## src/hdl/mahf_pkg.sv

```systemverilog
// shared types, constants and header tables of the mpeg audio header finder
package mahf_pkg;

   // header field codes
   localparam logic [11:0] SyncPattern   = 12'hFFE;
   localparam logic [3:0]  BadBitrateIdx = 4'hF;
   localparam logic [1:0]  BadRateIdx    = 2'h3;
   localparam logic [1:0]  EmphReserved  = 2'd2;

   // raw version bits of the header
   localparam logic [1:0] VerBitsMpeg1  = 2'd3;
   localparam logic [1:0] VerBitsMpeg2  = 2'd2;
   localparam logic [1:0] VerBitsMpeg25 = 2'd0;

   // decoded version codes
   localparam logic [1:0] VerMpeg1  = 2'd0;
   localparam logic [1:0] VerMpeg2  = 2'd1;
   localparam logic [1:0] VerMpeg25 = 2'd2;

   // decoded layer codes
   localparam logic [1:0] LayerNone  = 2'd0;
   localparam logic [1:0] LayerOne   = 2'd1;
   localparam logic [1:0] LayerThree = 2'd3;

   // frame length coefficients
   localparam logic [17:0] CoefLayerOne   = 18'd12000;
   localparam logic [17:0] CoefFull       = 18'd144000;
   localparam logic [17:0] CoefLsfLayer3  = 18'd72000;

   // bit-serial divider geometry
   localparam int DivSteps    = 26;
   localparam int DivCntWidth = $clog2(DivSteps);

   // controller states
   typedef enum logic [1:0] {
      ST_IDLE,
      ST_MULT,
      ST_DIV,
      ST_DONE
   } mahf_state_type;

   // controller to datapath commands
   typedef struct packed {
      logic accept;
      logic load_prod;
      logic div_step;
      logic load_out;
   } mahf_cmd_type;

   // datapath to controller status
   typedef struct packed {
      logic hit;
      logic free_format;
      logic div_last;
      logic out_busy;
   } mahf_status_type;

   // bitrate in kbps, rows by [lsf][layer], layer row 0 unused
   localparam logic [8:0] KbpsTab [2][4][16] = '{
      '{
         '{9'd0, 9'd0, 9'd0, 9'd0, 9'd0, 9'd0, 9'd0, 9'd0,
           9'd0, 9'd0, 9'd0, 9'd0, 9'd0, 9'd0, 9'd0, 9'd0},
         '{9'd0, 9'd32, 9'd64, 9'd96, 9'd128, 9'd160, 9'd192, 9'd224,
           9'd256, 9'd288, 9'd320, 9'd352, 9'd384, 9'd416, 9'd448, 9'd0},
         '{9'd0, 9'd32, 9'd48, 9'd56, 9'd64, 9'd80, 9'd96, 9'd112,
           9'd128, 9'd160, 9'd192, 9'd224, 9'd256, 9'd320, 9'd384, 9'd0},
         '{9'd0, 9'd32, 9'd40, 9'd48, 9'd56, 9'd64, 9'd80, 9'd96,
           9'd112, 9'd128, 9'd160, 9'd192, 9'd224, 9'd256, 9'd320, 9'd0}
      },
      '{
         '{9'd0, 9'd0, 9'd0, 9'd0, 9'd0, 9'd0, 9'd0, 9'd0,
           9'd0, 9'd0, 9'd0, 9'd0, 9'd0, 9'd0, 9'd0, 9'd0},
         '{9'd0, 9'd32, 9'd48, 9'd56, 9'd64, 9'd80, 9'd96, 9'd112,
           9'd128, 9'd144, 9'd160, 9'd176, 9'd192, 9'd224, 9'd256, 9'd0},
         '{9'd0, 9'd8, 9'd16, 9'd24, 9'd32, 9'd40, 9'd48, 9'd56,
           9'd64, 9'd80, 9'd96, 9'd112, 9'd128, 9'd144, 9'd160, 9'd0},
         '{9'd0, 9'd8, 9'd16, 9'd24, 9'd32, 9'd40, 9'd48, 9'd56,
           9'd64, 9'd80, 9'd96, 9'd112, 9'd128, 9'd144, 9'd160, 9'd0}
      }
   };

   // sample rate in hz, rows by decoded version, last row unused
   localparam logic [15:0] RateTab [4][4] = '{
      '{16'd44100, 16'd48000, 16'd32000, 16'd0},
      '{16'd22050, 16'd24000, 16'd16000, 16'd0},
      '{16'd11025, 16'd12000, 16'd8000,  16'd0},
      '{16'd0,     16'd0,     16'd0,     16'd0}
   };

   // coefficient of the frame length formula
   function automatic logic [17:0] frame_coef(input logic [1:0] layer,
                                               input logic [1:0] version);
      logic [17:0] coef;
      if (layer == LayerOne) begin
         coef = CoefLayerOne;
      end else if (layer == LayerThree && version != VerMpeg1) begin
         coef = CoefLsfLayer3;
      end else begin
         coef = CoefFull;
      end
      return coef;
   endfunction

endpackage

```

## src/hdl/mpeg_audio_header_finder.sv

```systemverilog
// top level of the mpeg audio header finder
// Scans an audio byte stream, one byte per req beat, and tests each four-byte
// window (three held bytes plus the new one) as a frame header; each valid
// header gives one rsp beat with the decoded fields and frame length. A byte
// that completes no header leaves req open, and the next byte may come in the
// following cycle. A free-format header holds req off until the result register
// loads; a header with a table bitrate holds it off through the product load,
// the 26-step bit-serial divider that forms the frame length and the result
// load. Either wait grows while the result register waits on rsp_stall.
// req_stream_start clears the window before its byte is taken.
module mpeg_audio_header_finder (
   input  logic        clock,
   input  logic        reset,
   input  logic        req_valid,
   output logic        req_stall,
   input  logic [7:0]  req_data_byte,
   input  logic        req_stream_start,
   output logic        rsp_valid,
   input  logic        rsp_stall,
   output logic [1:0]  rsp_version,
   output logic [1:0]  rsp_layer,
   output logic [8:0]  rsp_bitrate_kbps,
   output logic [15:0] rsp_sample_rate_hz,
   output logic        rsp_padding,
   output logic [1:0]  rsp_channel_mode,
   output logic [1:0]  rsp_mode_extension,
   output logic        rsp_copyright_bit,
   output logic        rsp_original_bit,
   output logic [1:0]  rsp_emphasis,
   output logic        rsp_crc_protected,
   output logic [11:0] rsp_frame_length_bytes
);

   mahf_pkg::mahf_cmd_type    cmd;
   mahf_pkg::mahf_status_type status;

   // controller
   mahf_ctrl u_ctrl (
      .clock     (clock),
      .reset     (reset),
      .req_valid (req_valid),
      .req_stall (req_stall),
      .status    (status),
      .cmd       (cmd)
   );

   // datapath
   mahf_datapath u_datapath (
      .clock                  (clock),
      .reset                  (reset),
      .req_data_byte          (req_data_byte),
      .req_stream_start       (req_stream_start),
      .cmd                    (cmd),
      .status                 (status),
      .rsp_stall              (rsp_stall),
      .rsp_valid              (rsp_valid),
      .rsp_version            (rsp_version),
      .rsp_layer              (rsp_layer),
      .rsp_bitrate_kbps       (rsp_bitrate_kbps),
      .rsp_sample_rate_hz     (rsp_sample_rate_hz),
      .rsp_padding            (rsp_padding),
      .rsp_channel_mode       (rsp_channel_mode),
      .rsp_mode_extension     (rsp_mode_extension),
      .rsp_copyright_bit      (rsp_copyright_bit),
      .rsp_original_bit       (rsp_original_bit),
      .rsp_emphasis           (rsp_emphasis),
      .rsp_crc_protected      (rsp_crc_protected),
      .rsp_frame_length_bytes (rsp_frame_length_bytes)
   );

endmodule

```

## src/hdl/mahf_ctrl.sv

```systemverilog
// controller state machine of the mpeg audio header finder
module mahf_ctrl (
   input  logic                       clock,
   input  logic                       reset,
   input  logic                       req_valid,
   output logic                       req_stall,
   input  mahf_pkg::mahf_status_type  status,
   output mahf_pkg::mahf_cmd_type     cmd
);

   mahf_pkg::mahf_state_type state_ff;
   mahf_pkg::mahf_state_type state_in;

   logic accept;

   assign req_stall = (state_ff != mahf_pkg::ST_IDLE);
   assign accept    = req_valid && !req_stall;

   // state register
   always_ff @(posedge clock) begin
      if (reset) begin
         state_ff <= mahf_pkg::ST_IDLE;
      end else begin
         state_ff <= state_in;
      end
   end

   // next state
   always_comb begin
      state_in = state_ff;
      unique case (state_ff)
         mahf_pkg::ST_IDLE: begin
            if (accept && status.hit) begin
               state_in = status.free_format ? mahf_pkg::ST_DONE : mahf_pkg::ST_MULT;
            end
         end
         mahf_pkg::ST_MULT: begin
            state_in = mahf_pkg::ST_DIV;
         end
         mahf_pkg::ST_DIV: begin
            if (status.div_last) begin
               state_in = mahf_pkg::ST_DONE;
            end
         end
         mahf_pkg::ST_DONE: begin
            if (!status.out_busy) begin
               state_in = mahf_pkg::ST_IDLE;
            end
         end
         default: state_in = mahf_pkg::ST_IDLE;
      endcase
   end

   // command outputs
   always_comb begin
      cmd = '0;
      unique case (state_ff)
         mahf_pkg::ST_IDLE: cmd.accept    = accept;
         mahf_pkg::ST_MULT: cmd.load_prod = 1'b1;
         mahf_pkg::ST_DIV:  cmd.div_step  = 1'b1;
         mahf_pkg::ST_DONE: cmd.load_out  = !status.out_busy;
         default:           cmd = '0;
      endcase
   end

endmodule

```

## src/hdl/mahf_datapath.sv

```systemverilog
// byte window, header decode, frame length divider and result register
module mahf_datapath (
   input  logic                       clock,
   input  logic                       reset,
   input  logic [7:0]                 req_data_byte,
   input  logic                       req_stream_start,
   input  mahf_pkg::mahf_cmd_type     cmd,
   output mahf_pkg::mahf_status_type  status,
   input  logic                       rsp_stall,
   output logic                       rsp_valid,
   output logic [1:0]                 rsp_version,
   output logic [1:0]                 rsp_layer,
   output logic [8:0]                 rsp_bitrate_kbps,
   output logic [15:0]                rsp_sample_rate_hz,
   output logic                       rsp_padding,
   output logic [1:0]                 rsp_channel_mode,
   output logic [1:0]                 rsp_mode_extension,
   output logic                       rsp_copyright_bit,
   output logic                       rsp_original_bit,
   output logic [1:0]                 rsp_emphasis,
   output logic                       rsp_crc_protected,
   output logic [11:0]                rsp_frame_length_bytes
);

   localparam int DivW = mahf_pkg::DivSteps;
   localparam int CntW = mahf_pkg::DivCntWidth;

   // window state
   logic [23:0] window_ff, window_in;
   logic [1:0]  held_ff, held_in;

   // decode signals
   logic [23:0] win_eff;
   logic [1:0]  held_eff;
   logic [7:0]  b0, b1, b2, b3;
   logic [11:0] sync_bits;
   logic [1:0]  ver_bits, lay_bits, ver_dec, lay_dec;
   logic        ver_ok;
   logic [3:0]  br_idx;
   logic [1:0]  sr_idx;
   logic [8:0]  br_dec;
   logic [15:0] sr_dec;

   // captured header
   logic [1:0]  ver_ff, lay_ff, mode_ff, modex_ff, emph_ff;
   logic [8:0]  br_ff;
   logic [15:0] sr_ff;
   logic        pad_ff, copy_ff, orig_ff, crc_ff;

   // divider
   logic [DivW-1:0] quo_ff, quo_in;
   logic [16:0]     rem_ff, rem_in;
   logic [CntW-1:0] cnt_ff, cnt_in;
   logic [26:0]     prod;
   logic [16:0]     rem_shift;
   logic [17:0]     diff;
   logic [11:0]     q_plus, len;

   // output register
   logic        out_valid_ff;
   logic [11:0] len_ff;

   // effective window after a stream start
   assign win_eff  = req_stream_start ? 24'd0 : window_ff;
   assign held_eff = req_stream_start ? 2'd0 : held_ff;
   assign b0 = win_eff[23:16];
   assign b1 = win_eff[15:8];
   assign b2 = win_eff[7:0];
   assign b3 = req_data_byte;

   // header field decode
   assign sync_bits = {b0, b1[7:5], 1'b0};
   assign ver_bits  = b1[4:3];
   assign lay_bits  = b1[2:1];
   assign br_idx    = b2[7:4];
   assign sr_idx    = b2[3:2];

   always_comb begin
      ver_ok  = 1'b1;
      ver_dec = mahf_pkg::VerMpeg1;
      unique case (ver_bits)
         mahf_pkg::VerBitsMpeg1:  ver_dec = mahf_pkg::VerMpeg1;
         mahf_pkg::VerBitsMpeg2:  ver_dec = mahf_pkg::VerMpeg2;
         mahf_pkg::VerBitsMpeg25: ver_dec = mahf_pkg::VerMpeg25;
         default:                 ver_ok  = 1'b0;
      endcase
   end

   assign lay_dec = 2'(3'd4 - {1'b0, lay_bits});
   assign br_dec  = mahf_pkg::KbpsTab[ver_dec != mahf_pkg::VerMpeg1][lay_dec][br_idx];
   assign sr_dec  = mahf_pkg::RateTab[ver_dec][sr_idx];

   assign status.hit = (held_eff == 2'd3) && (sync_bits == mahf_pkg::SyncPattern)
                       && ver_ok && (lay_dec != mahf_pkg::LayerNone)
                       && (br_idx != mahf_pkg::BadBitrateIdx)
                       && (sr_idx != mahf_pkg::BadRateIdx)
                       && (b3[1:0] != mahf_pkg::EmphReserved);
   assign status.free_format = (br_idx == 4'd0);

   // window shift on each accepted beat
   always_comb begin
      window_in = window_ff;
      held_in   = held_ff;
      if (cmd.accept) begin
         window_in = {win_eff[15:0], req_data_byte};
         held_in   = (held_eff == 2'd3) ? 2'd3 : held_eff + 2'd1;
      end
   end

   always_ff @(posedge clock) begin
      if (reset) begin
         window_ff <= '0;
         held_ff   <= '0;
      end else begin
         window_ff <= window_in;
         held_ff   <= held_in;
      end
   end

   // header capture on accept
   always_ff @(posedge clock) begin
      if (cmd.accept) begin
         ver_ff   <= ver_dec;
         lay_ff   <= lay_dec;
         br_ff    <= br_dec;
         sr_ff    <= sr_dec;
         pad_ff   <= b2[1];
         mode_ff  <= b3[7:6];
         modex_ff <= b3[5:4];
         copy_ff  <= b3[3];
         orig_ff  <= b3[2];
         emph_ff  <= b3[1:0];
         crc_ff   <= !b1[0];
      end
   end

   // coefficient times bitrate
   assign prod = 27'(mahf_pkg::frame_coef(lay_ff, ver_ff)) * 27'(br_ff);

   // restoring divide step, one quotient bit a cycle
   assign rem_shift = {rem_ff[15:0], quo_ff[DivW-1]};
   assign diff      = {1'b0, rem_shift} - {2'b00, sr_ff};

   always_comb begin
      quo_in = quo_ff;
      rem_in = rem_ff;
      cnt_in = cnt_ff;
      if (cmd.load_prod) begin
         quo_in = prod[DivW-1:0];
         rem_in = '0;
         cnt_in = '0;
      end else if (cmd.div_step) begin
         quo_in = {quo_ff[DivW-2:0], !diff[17]};
         rem_in = diff[17] ? rem_shift : diff[16:0];
         cnt_in = cnt_ff + 1'b1;
      end
   end

   always_ff @(posedge clock) begin
      quo_ff <= quo_in;
      rem_ff <= rem_in;
      cnt_ff <= cnt_in;
   end

   assign status.div_last = (cnt_ff == CntW'(DivW - 1));

   // frame length from the quotient
   assign q_plus = quo_ff[11:0] + {11'd0, pad_ff};
   always_comb begin
      if (br_ff == 9'd0) begin
         len = '0;
      end else if (lay_ff == mahf_pkg::LayerOne) begin
         len = {q_plus[9:0], 2'b00};
      end else begin
         len = q_plus;
      end
   end

   // result register
   assign status.out_busy = out_valid_ff && rsp_stall;

   always_ff @(posedge clock) begin
      if (reset) begin
         out_valid_ff <= 1'b0;
      end else if (cmd.load_out) begin
         out_valid_ff <= 1'b1;
      end else if (!rsp_stall) begin
         out_valid_ff <= 1'b0;
      end
   end

   always_ff @(posedge clock) begin
      if (cmd.load_out) begin
         len_ff <= len;
      end
   end

   assign rsp_valid              = out_valid_ff;
   assign rsp_frame_length_bytes = len_ff;

   // result fields held until the next load
   logic [1:0]  o_ver_ff, o_lay_ff, o_mode_ff, o_modex_ff, o_emph_ff;
   logic [8:0]  o_br_ff;
   logic [15:0] o_sr_ff;
   logic        o_pad_ff, o_copy_ff, o_orig_ff, o_crc_ff;

   always_ff @(posedge clock) begin
      if (cmd.load_out) begin
         o_ver_ff   <= ver_ff;
         o_lay_ff   <= lay_ff;
         o_br_ff    <= br_ff;
         o_sr_ff    <= sr_ff;
         o_pad_ff   <= pad_ff;
         o_mode_ff  <= mode_ff;
         o_modex_ff <= modex_ff;
         o_copy_ff  <= copy_ff;
         o_orig_ff  <= orig_ff;
         o_emph_ff  <= emph_ff;
         o_crc_ff   <= crc_ff;
      end
   end

   assign rsp_version        = o_ver_ff;
   assign rsp_layer          = o_lay_ff;
   assign rsp_bitrate_kbps   = o_br_ff;
   assign rsp_sample_rate_hz = o_sr_ff;
   assign rsp_padding        = o_pad_ff;
   assign rsp_channel_mode   = o_mode_ff;
   assign rsp_mode_extension = o_modex_ff;
   assign rsp_copyright_bit  = o_copy_ff;
   assign rsp_original_bit   = o_orig_ff;
   assign rsp_emphasis       = o_emph_ff;
   assign rsp_crc_protected  = o_crc_ff;

endmodule

```

## config.mk

```make
export PLATFORM = sky130hd
export DESIGN_NAME = mpeg_audio_header_finder
export DESIGN_NICKNAME = d
export VERILOG_FILES = /design/src/hdl/mahf_pkg.sv /design/src/hdl/mpeg_audio_header_finder.sv /design/src/hdl/mahf_ctrl.sv /design/src/hdl/mahf_datapath.sv
export SDC_FILE = /design/constraint.sdc
export NUM_CORES = 1
export LEC_CHECK = 0
export BUFFER_PORTS_ARGS = -buffer_cell sky130_fd_sc_hd__buf_4
export CAP_MARGIN = 20
export CELL_PAD_IN_SITES_DETAIL_PLACEMENT = 1
export CELL_PAD_IN_SITES_GLOBAL_PLACEMENT = 1
export CORE_ASPECT_RATIO = 0.9
export CORE_MARGIN = 3
export CORE_UTILIZATION = 45
export DETAILED_ROUTE_END_ITERATION = 10
export PLACE_DENSITY_LB_ADDON = 0.1
export REMOVE_ABC_BUFFERS = 1
export SLEW_MARGIN = 25
export SYNTH_ARGS = -nofsm -noshare
export SYNTH_HDL_FRONTEND = slang
export SYNTH_SLANG_ARGS = --single-unit
```

## constraint.sdc

```tcl
create_clock -name clock -period 10.8 [get_ports clock]
set_input_delay 2.16 -clock clock [delete_from_list [all_inputs] [get_ports clock]]
set_output_delay 2.16 -clock clock [all_outputs]
set_load 0.03 [all_outputs]
```

==> out/results.txt <==
run status = complete, no violations
clock skew = 0.0153 ns
ys flop type = edfxtp_1
period utilization = 46.1%
post-route ant nets = 0
number of instances in the synthesized netlist = 1013
DR vias = 7597
fmax = 201 MHz
maxcap violations = 0
mux share of post-synthesis cell area = 1.25%
Post-synth EDFFs = 106
synthesized area = 0.00984 sq mm
Final Hold Viols = 0
RSZ-0062 raised after global routing = no
Worst Hold Depth = 0
post-layout instance area = 0.0111 sq mm
crit path DAT = 5.28 ns
fin nets = 1158
wirelength, routed = 25.6 mm
Pwr Total = 3.29 mW
CTS tree = built
vias in the first global route = 7683
CP delay by family, top = adder cells
FFs w/ async S/R, synth = 0%
placed cell count = 1308
setup repair bufs after CTS = 0
Leak = 4.51 nW
Hold Crit Class = reg2reg
CP max stage cell = nand2b_1
combinational family with the most area after synthesis = simple AND/OR/NAND/NOR gates
initial antenna violation count = 0
Std-Cell Rows = 50
synth-to-layout area growth = 12.7%
Critical Path Start = u_datapath.lay_ff[1]
Inserted Clock Buffers = 17
gr ovfl total = 0
DRC viols = 0
sequential area share after synthesis = 42.5%
Max-slew headroom = 35.4%
Max VDD drop = 158 uV
Crit Path Max Fanout = 25
Die ar. = 0.0237 sq mm
largest net degree at the start of global routing = 52
Adder-Cell Fraction of Synth Area = 15.4%
Setup CP Type = reg2reg
Distinct cells, synth = 68
Post-CTS Hold Buffers = 0
# IOs = 66
Startpoint Class = flop
clk_lat worst skew = 0.44 ns
syn_area_per_cell = 9.72 sq um
port bufs = 61
Layout Utilization = 52.5%
layout cells sized above 1 = 11.6%
R2R Path End = u_datapath.quo_ff[25]
CP endpoint kind = flop
Post-Place Worst Slack = 5.83 ns
final setup TNS = 0 ns
Critical Path Stages = 13
Tmin final = 4.97 ns
r2r setup slk = 5.83 ns
drt first pass iters = 5
Clock Sinks = 156
worst-margin pin slew = 0.968 ns
root buffer cell = clkbuf_16
Critical Path Most Common Cell = fa_1
WP buf/inv = 0
Clk pin slew, worst setup/hold paths = 0.08 ns
core area = 0.0211 sq mm
GP Congestion = 0.867
Post-Synth XOR/XNOR Area = 2.58%
Post-DP HPWL = 17.9 mm
Worst EP required = 11.11 ns
first-pass GRT wire length = 42.1 mm
Pwr Density = 296 mW/mm^2
DIE WIDTH = 162 um
PnR worst setup slack = 5.83 ns
complex-gate fraction of the synthesized area = 15.6%
Clock Path Buffers = 2
Starting Density = 46.6%
Simple-Gate Fraction of Synth Area = 17.4%
reg2reg start = u_datapath.lay_ff[1]
antenna cells = 0
Area after DPL = 0.0105 sq mm
final slew viol count = 0
Post-Layout Cell Count = 1340
Syn. warnings = 0
Die H = 146 um
Initial DRC Count = 484
GRT Total Usage = 22.2%
Critical path destination = u_datapath.quo_ff[25]
DR vias/cell = 5.67
htree depth = 4
tightest hold margin = 0.423 ns
PostCTS Resize Cnt = 0
Avg WL per Cell = 19.1 um
final setup vio count = 0
CP max stage delay = 0.61 ns
cell count of the worst reg-to-reg path = 13
CP Cell Sequence = nand2b_1 > and2_1 > fa_1 > fa_1 > fa_1 > ha_1 > ha_1 > o21a_1 > a21oi_1 > or3_1 > a21oi_1 > or4_1 > nand3_1
#FFs+latches synth = 156
routing by layer:
layer | global-route usage, % | part of all wire, %
met1 | 32.5 | 49
met2 | 34.1 | 46
met3 | 3.12 | 3.5
met4 | 7.12 | 1.8
met5 | 0 | 0
flip-flops by register name (all words and copies together) (netlist names), 5 cells and up:
| signal | count |
|---|---|
| u_datapath.rem_ff | 16 |
| u_datapath.sr_ff | 14 |
| u_datapath.quo_ff | 26 |
| u_datapath.rsp_sample_rate_hz | 14 |
| u_datapath.cnt_ff | 5 |
| u_datapath.rsp_frame_length_bytes | 12 |
| u_datapath.window_ff | 24 |
| u_datapath.br_ff | 6 |
| u_datapath.rsp_bitrate_kbps | 6 |
where the power goes:
part	internal [mW]	total [mW]	switching, mW
Sequential	0.852	0.993	0.141
Clock	0.316	0.619	0.303
Combinational	0.674	1.67	0.999
Total	1.84	3.29	1.44
cell families (layout without fill, tap and decap cells):
| family | Yosys count | in the layout |
|---|---|---|
| xor+xnor | 29 | 29 |
| compound gates | 231 | 231 |
| buf+inv | 131 | 169 |
| simple gates | 350 | 350 |
| mux | 11 | 11 |
| fa+ha+maj | 104 | 104 |
| flops | 156 | 156 |
| other cells | 1 | 4 |
cell type report:
cell class | instances | area [sq um]
Tap cell | 286 | 358
Multi-Input combinational cell | 729 | 5170
Inverter | 69 | 260
Clock inverter | 15 | 189
Timing Repair Buffer | 68 | 510
Clock buffer | 17 | 425
Sequential cell | 156 | 4180
Fill cell | 2440 | 10000
worst min-delay path by stage:
stage                                start                          endpoint  slack [ns]
floorplan            u_datapath.mode_ff[0]    u_datapath.rsp_channel_mode[0]        0.40
global placement    u_datapath.modex_ff[0]  u_datapath.rsp_mode_extension[0]        0.40
detailed placement      u_datapath.orig_ff       u_datapath.rsp_original_bit        0.41
CTS                     u_datapath.orig_ff       u_datapath.rsp_original_bit        0.43
global route            u_datapath.orig_ff       u_datapath.rsp_original_bit        0.44
finish                  u_datapath.orig_ff       u_datapath.rsp_original_bit        0.42
layout by cell type, fill, tap and decap left out, types with 22 or more instances in the layout:
cell type,instances
buf_4,68
o21ai_0,33
inv_1,63
dfxtp_1,50
nand2_1,108
ha_1,74
fa_1,29
and2_1,22
nor2_1,84
edfxtp_1,106
a21oi_1,66
Yosys cell counts (11+ instances only):
library cell,count,area share [%]
nand3_1,19,0.97
dfxtp_1,50,10
xor2_1,11,0.98
a21o_1,13,0.99
xnor2_1,18,1.6
nand2_1,108,4.1
nand2b_1,16,1.0
fa_1,29,5.9
nor2b_1,21,1.3
inv_1,63,2.4
o21ai_0,33,1.7
nor3_1,21,1.1
a211oi_1,20,1.5
o31ai_1,12,0.92
nor2_1,84,3.2
clkbuf_1,52,2.0
a21oi_1,66,3.4
ha_1,75,9.5
and3_1,11,0.70
and2_1,22,1.4
edfxtp_1,106,32
Note: power is estimated with default switching activity, not from simulation.
